<file path="src/rtl/izrk_pkg.sv">
// ----------------------------------------------------------------------------
// izrk_pkg
// Types, constants and helpers shared by the Izhikevich RK4 integrator.
// ----------------------------------------------------------------------------
package izrk_pkg;

  localparam int VAL_W     = 48;
  localparam int ACC_W     = 54;
  localparam int DQ_W      = ACC_W - 1;
  localparam int Q32_W     = 32;
  localparam int TIME_W    = 64;
  localparam int IDX_W     = 3;
  localparam int FRAC_BITS = 32;
  localparam int MAX_HALVINGS = 32;
  localparam int HALV_W    = 6;
  localparam int DCNT_W    = 6;
  // first divide step that only corrects the quotient
  localparam int DIV_FIX_STEP = 7;

  typedef logic signed [VAL_W-1:0] val_t;
  typedef logic signed [ACC_W-1:0] acc_t;

  localparam val_t VAL_MAX = {1'b0, {(VAL_W-1){1'b1}}};
  localparam val_t VAL_MIN = {1'b1, {(VAL_W-1){1'b0}}};
  // round(0.04 * 2^FRAC_BITS)
  localparam val_t C004    = val_t'(((64'sd4 <<< FRAC_BITS) + 64'sd50) / 64'sd100);
  localparam acc_t C140    = acc_t'(64'sd140 <<< FRAC_BITS);
  localparam val_t THIRTY  = val_t'(64'sd30 <<< FRAC_BITS);

  typedef enum logic [2:0] {
    REG_CURRENT   = 3'd0,
    REG_RATE      = 3'd1,
    REG_SENS      = 3'd2,
    REG_RESET_POT = 3'd3,
    REG_RESET_INC = 3'd4,
    REG_STEP      = 3'd5,
    REG_TOL       = 3'd6
  } reg_idx_t;

  typedef enum logic [4:0] {
    ST_IDLE, ST_SPIKE, ST_TRIAL,
    ST_M_VV, ST_W_VV, ST_M_Q, ST_W_Q,
    ST_ADD_V4, ST_ADD_V, ST_ADD_C, ST_SUB_U, ST_ADD_I, ST_SAT_DV,
    ST_M_BV, ST_W_BV, ST_SUB_U2, ST_M_AX, ST_W_AX,
    ST_M_HV, ST_W_HV, ST_M_HU, ST_W_HU,
    ST_STAGE, ST_DIV, ST_FIN, ST_CHECK, ST_HALVE, ST_DONE
  } state_t;

  function automatic val_t sat48(input acc_t x);
    if (x > acc_t'(VAL_MAX)) return VAL_MAX;
    if (x < acc_t'(VAL_MIN)) return VAL_MIN;
    return x[VAL_W-1:0];
  endfunction

  // halve, truncating toward zero
  function automatic acc_t half0(input val_t k);
    acc_t t;
    t = acc_t'(k) + acc_t'({1'b0, k[VAL_W-1]});
    return t >>> 1;
  endfunction

endpackage

</file>
<file path="src/rtl/izrk_mul.sv">
// ----------------------------------------------------------------------------
// izrk_mul
// Signed fixed point multiply, four 24x24 partial products accumulated in turn,
// rounded half away from zero and saturated to 48 bits.
// ----------------------------------------------------------------------------
module izrk_mul import izrk_pkg::*; (
  input  logic clk,
  input  logic rst,
  input  logic start,
  input  val_t a,
  input  val_t b,
  output logic done,
  output val_t p
);

  localparam int HW = VAL_W / 2;
  localparam int PW = 2 * VAL_W;

  logic              busy;
  logic [2:0]        cnt;
  logic              neg;
  logic [VAL_W-1:0]  ma;
  logic [VAL_W-1:0]  mb;
  logic [PW-1:0]     prod;
  logic [HW-1:0]     x;
  logic [HW-1:0]     y;
  logic [VAL_W-1:0]  part;
  logic [PW-1:0]     part_sh;
  logic [PW:0]       rnd;
  logic [63:0]       mag;

  always_comb begin
    x = cnt[1] ? ma[VAL_W-1:HW] : ma[HW-1:0];
    y = cnt[0] ? mb[VAL_W-1:HW] : mb[HW-1:0];
    part = VAL_W'(x) * VAL_W'(y);
    case (cnt[1:0])
      2'd0:    part_sh = PW'(part);
      2'd3:    part_sh = PW'(part) << VAL_W;
      default: part_sh = PW'(part) << HW;
    endcase
    rnd = {1'b0, prod} + ((PW+1)'(1) << (FRAC_BITS - 1));
    mag = rnd[FRAC_BITS +: 64];
  end

  always_ff @(posedge clk) begin
    if (rst) begin
      busy <= 1'b0;
      cnt  <= '0;
      done <= 1'b0;
    end else begin
      if (start) begin
        busy <= 1'b1;
        cnt  <= '0;
        done <= 1'b0;
      end else if (busy && cnt == 3'd4) begin
        busy <= 1'b0;
        done <= 1'b1;
      end else begin
        done <= 1'b0;
        if (busy) cnt <= cnt + 3'd1;
      end
    end
  end

  always_ff @(posedge clk) begin
    if (start) begin
      neg  <= a[VAL_W-1] ^ b[VAL_W-1];
      ma   <= a[VAL_W-1] ? VAL_W'(-a) : VAL_W'(a);
      mb   <= b[VAL_W-1] ? VAL_W'(-b) : VAL_W'(b);
      prod <= '0;
    end else if (busy) begin
      if (cnt == 3'd4) begin
        if (neg) begin
          if (mag > 64'(VAL_MIN[VAL_W-1:0])) p <= VAL_MIN;
          else                               p <= -val_t'(mag[VAL_W-1:0]);
        end else begin
          if (mag > 64'(VAL_MAX)) p <= VAL_MAX;
          else                    p <= val_t'(mag[VAL_W-1:0]);
        end
      end else begin
        prod <= prod + part_sh;
      end
    end
  end

endmodule

</file>
<file path="config.mk">
export PLATFORM = sky130hd
export DESIGN_NAME = izrk_mul
export DESIGN_NICKNAME = d
export VERILOG_FILES = /design/src/rtl/izrk_pkg.sv /design/src/rtl/izrk_mul.sv
export SDC_FILE = /design/constraint.sdc
export NUM_CORES = 2
export LEC_CHECK = 0
export BUFFER_PORTS_ARGS = -buffer_cell sky130_fd_sc_hd__buf_2
export CAP_MARGIN = 20
export CORE_MARGIN = 2
export CORE_UTILIZATION = 25
export CTS_CLUSTER_DIAMETER = 30
export DETAILED_ROUTE_END_ITERATION = 8
export GPL_TIMING_DRIVEN = 0
export PLACE_DENSITY = 0.44
export SLEW_MARGIN = 5
export SYNTH_ARGS = -nofsm -noshare
export SYNTH_HDL_FRONTEND = slang
export SYNTH_SLANG_ARGS = --single-unit
export TNS_END_PERCENT = 100
</file>
<file path="constraint.sdc">
create_clock -name clk -period 14.85 [get_ports clk]
set_input_delay 2.2275 -clock clk [delete_from_list [all_inputs] [get_ports clk]]
set_output_delay 2.2275 -clock clk [all_outputs]
set_load 0.005 [all_outputs]
</file>
==> metrics.txt <==
mux contribution to synthesized area=about 2.7%; total number of clock tree sinks=~250; antenna violations before repair=1; Clock Skew=0.06270 ns; Worst-path clk slew=0.04 ns; via count=between 30,000 and 40,000; critical path data arrival time=14.75 ns; TritonCTS clock tree=built; number of standard cells after synthesis=around 4,700; met3 GRT Util=2.776%; DRC viols=0; 1st-pass router iterations=6; source-to-sink clock delay at the later pin of the worst-skew pair=0.69 ns; unrepaired setup endpoints after global routing=no; Vias/cell=about 4.9; Worst R2R Start=cnt[0]; routed wire length=151.6 mm; critical setup path kind=reg -> reg; number of instances resized during post-cts repair=0; Worst Setup SP=cnt[0]; final hold violation count=0; effective utilization at floorplan=25.21%; crit-path max FO=10; final worst path period need=around 14 ns; share of cells above drive strength 1=8.625%; overall die height=401.1 um; count of H-tree levels built during CTS=3; measured slew at the worst slew-check pin=1.256 ns; vias in the first global route=approximately 35,000; global-route wire length before repair=227.2 mm; Setup violations, final=0; outcome=complete, no violations; horizontal extent of the die=roughly 400 um; Bufs on Longest Clock Path=3; crit-path max cell delay=0.69 ns; Final Max Tran Viols=0; reg2reg setup slack=approximately 0.65 ns; Slew headroom=15.69%; area share of fa/ha/maj cells after synthesis=33.32%; total congestion overflow after global routing=0; core area=~0.16 mm^2; synthesized-area fraction occupied by and/or/nand/nor cells=18.91%; number of rows in the core area=roughly 150; parity-gate share of the synthesized area counting xor and xnor cells=5.954%; post-synthesis sequential element count=246; post-synth design cell area=0.03942 mm^2; average wire per cell in the routed design=21.42 um; dominant combinational cell family by area after synthesis=adder cells; core occupancy in the finished layout=29.15%; CTS hold repair buffers=0; area of the die=0.1609 mm^2; fraction of met2 tracks used by global routing=30.37%; residual antenna-violating net count after detailed routing=0; crit end category=flop; Mapped Avg Cell Area=8.361 um^2; setup TNS=0 ns; number of ports placed on the die boundary=148; Synth Warn #=0; global routing usage on met1=between 20% and 30%; global placer's final weighted congestion=0.9293; aggregate global-route resource usage=18.67%; pin count of the biggest net entering global routing=57; clock tree root driver cell=clkbuf_16; count of routing violations after the opening detailed-route iteration=2,508; post-detail-place hpwl=127.1 mm; data required time of the critical path=15.40 ns; async set-or-reset flop fraction in the synthesized netlist=0%; sequential-to-total area share from yosys stat=16.17%; Synth Flop Type=edfxtp_1; CTS buffer count=71; most numerous cell on the critical path=fa_1; port bufs=146; Worst Hold Path Cells=2; Netlist cell types=between 90 and 100; Max stage delay cell, worst path=xnor2_1; share of the cycle needed by the critical path after routing=between 90% and 100%; hold endpoint=prod[30]; net count after synthesis=5,574; GR peak layer=met2; highest clock frequency the design can meet=0.07041 GHz; Worst Reg2Reg Path Length in Cells=39; critical path startpoint category=flop; count of flip-flops with a built-in enable after synthesis=145; nets@finish=about 5,800; Hold/Removal Path Class=reg -> reg; post-synthesis compound-gate area fraction=between 10% and 20%; Hold Path Origin=prod[30]; area growth from synthesis to final layout=15.66%; setup repair bufs after CTS=0; R2R Path End=prod[93]; max-cap viol count=0
-- cell usage in the layout (no fill, tap or decap), drive strengths merged, types with 23 or more instances in the layout --
cell type / n
inv: 630
nand2: 598
fa: 483
nor2: 405
clkbuf: 308
a21oi: 282
ha: 277
xnor2: 212
buf: 203
o21ai: 166
edfxtp: 145
nand3: 118
a21o: 103
dfxtp: 101
nor3: 80
nand4: 76
and2: 65
xor2: 56
mux2i: 55
mux2: 47
and3: 42
o31ai: 41
or3: 39
o21bai: 37
a22o: 32
o211ai: 31
nor4: 31
or4: 27
a211oi: 26
nor2b: 23
and4: 23
-- cells by family after synthesis --
logic type	after synthesis
AND/OR/NAND/NOR	1587
multiplexers	102
buffers and inverters	871
adder cells (fa/ha/maj)	760
AO/OA/AOI/OAI	881
flip-flops	246
XOR/XNOR	268
-- registers in the layout, indices dropped and copies added, names as in the netlist --
signal / count
busy: 1
cnt: 3
done: 1
ma: 48
mb: 48
neg: 1
p: 48
prod: 96
-- cells in the mapped netlist, drive strengths merged (101+ instances only) --
library cell,n,share of area [%]
a21oi,282,3.6
clkbuf,211,2.0
nor2,405,3.9
ha,277,8.8
edfxtp,145,11
o21ai,166,2.1
xnor2,212,4.7
nand3,118,1.5
a21o,103,2.0
nand2,598,5.7
fa,483,25
dfxtp,101,5.1
inv,628,6.0
-- through the flow --
stage | area (um^2) | hold slack [ns] | cells | worst slack, ns
after global routing | 45590 | 0.4777 | 7078 | 0.1199
after CTS | 45540 | 0.4567 | 7077 | 0.2268
after detailed placement | 43100 | 0.4507 | 6947 | 0.2217
after floorplan | 39420 | 0.4362 | 4715 | 4.230
final | 45590 | 0.4560 | 7079 | 0.6468
after global placement | 42730 | 0.4451 | 6919 | -0.8276
-- how the worst max path moves through the flow --
stage / cells past startpoint / endpoint / slack (ns)
after global placement: 42 / prod[92] / -0.83
after CTS: 41 / prod[93] / 0.23
after floorplan: 40 / prod[92] / 4.23
after detailed placement: 41 / prod[93] / 0.22
final: 39 / prod[93] / 0.65
after global routing: 42 / prod[92] / 0.12
-- worst max-delay path, delay by kind of cell (launching register included) --
family | cells | cell delay (ns)
DFF | 1 | 0.52
AOI/OAI and AO/OA | 9 | 3.48
adders and majority gates | 9 | 4.19
muxes | 1 | 0.57
buffers and inverters | 9 | 2.54
and+or+nand+nor | 10 | 2.10
xor gates and xnor gates | 1 | 0.69
-- cell type report --
class | count | area, um^2
Fill cell | 16963 | 110800
Antenna cell | 1 | 2.502
Buffer | 241 | 964.7
Multi-Input combinational cell | 3598 | 29830
Clock buffer | 98 | 1948
Sequential cell | 246 | 6376
Timing Repair Buffer | 175 | 1037
Tap cell | 2058 | 2575
Clock inverter | 32 | 493.0
Inverter | 630 | 2365
-- layer usage --
layer	vias up	part of all wire (%)	routed length (um)
met1	17082	45	68160
met2	1069	46	69280
met5	-	0.0086	13
met4	2	4.0	6110
li1	16328	-	-
met3	245	5.3	8063
Power is left out: the tool's default activity adds up to more than one toggle a clock period on the data nets, which glitch-free logic cannot reach.
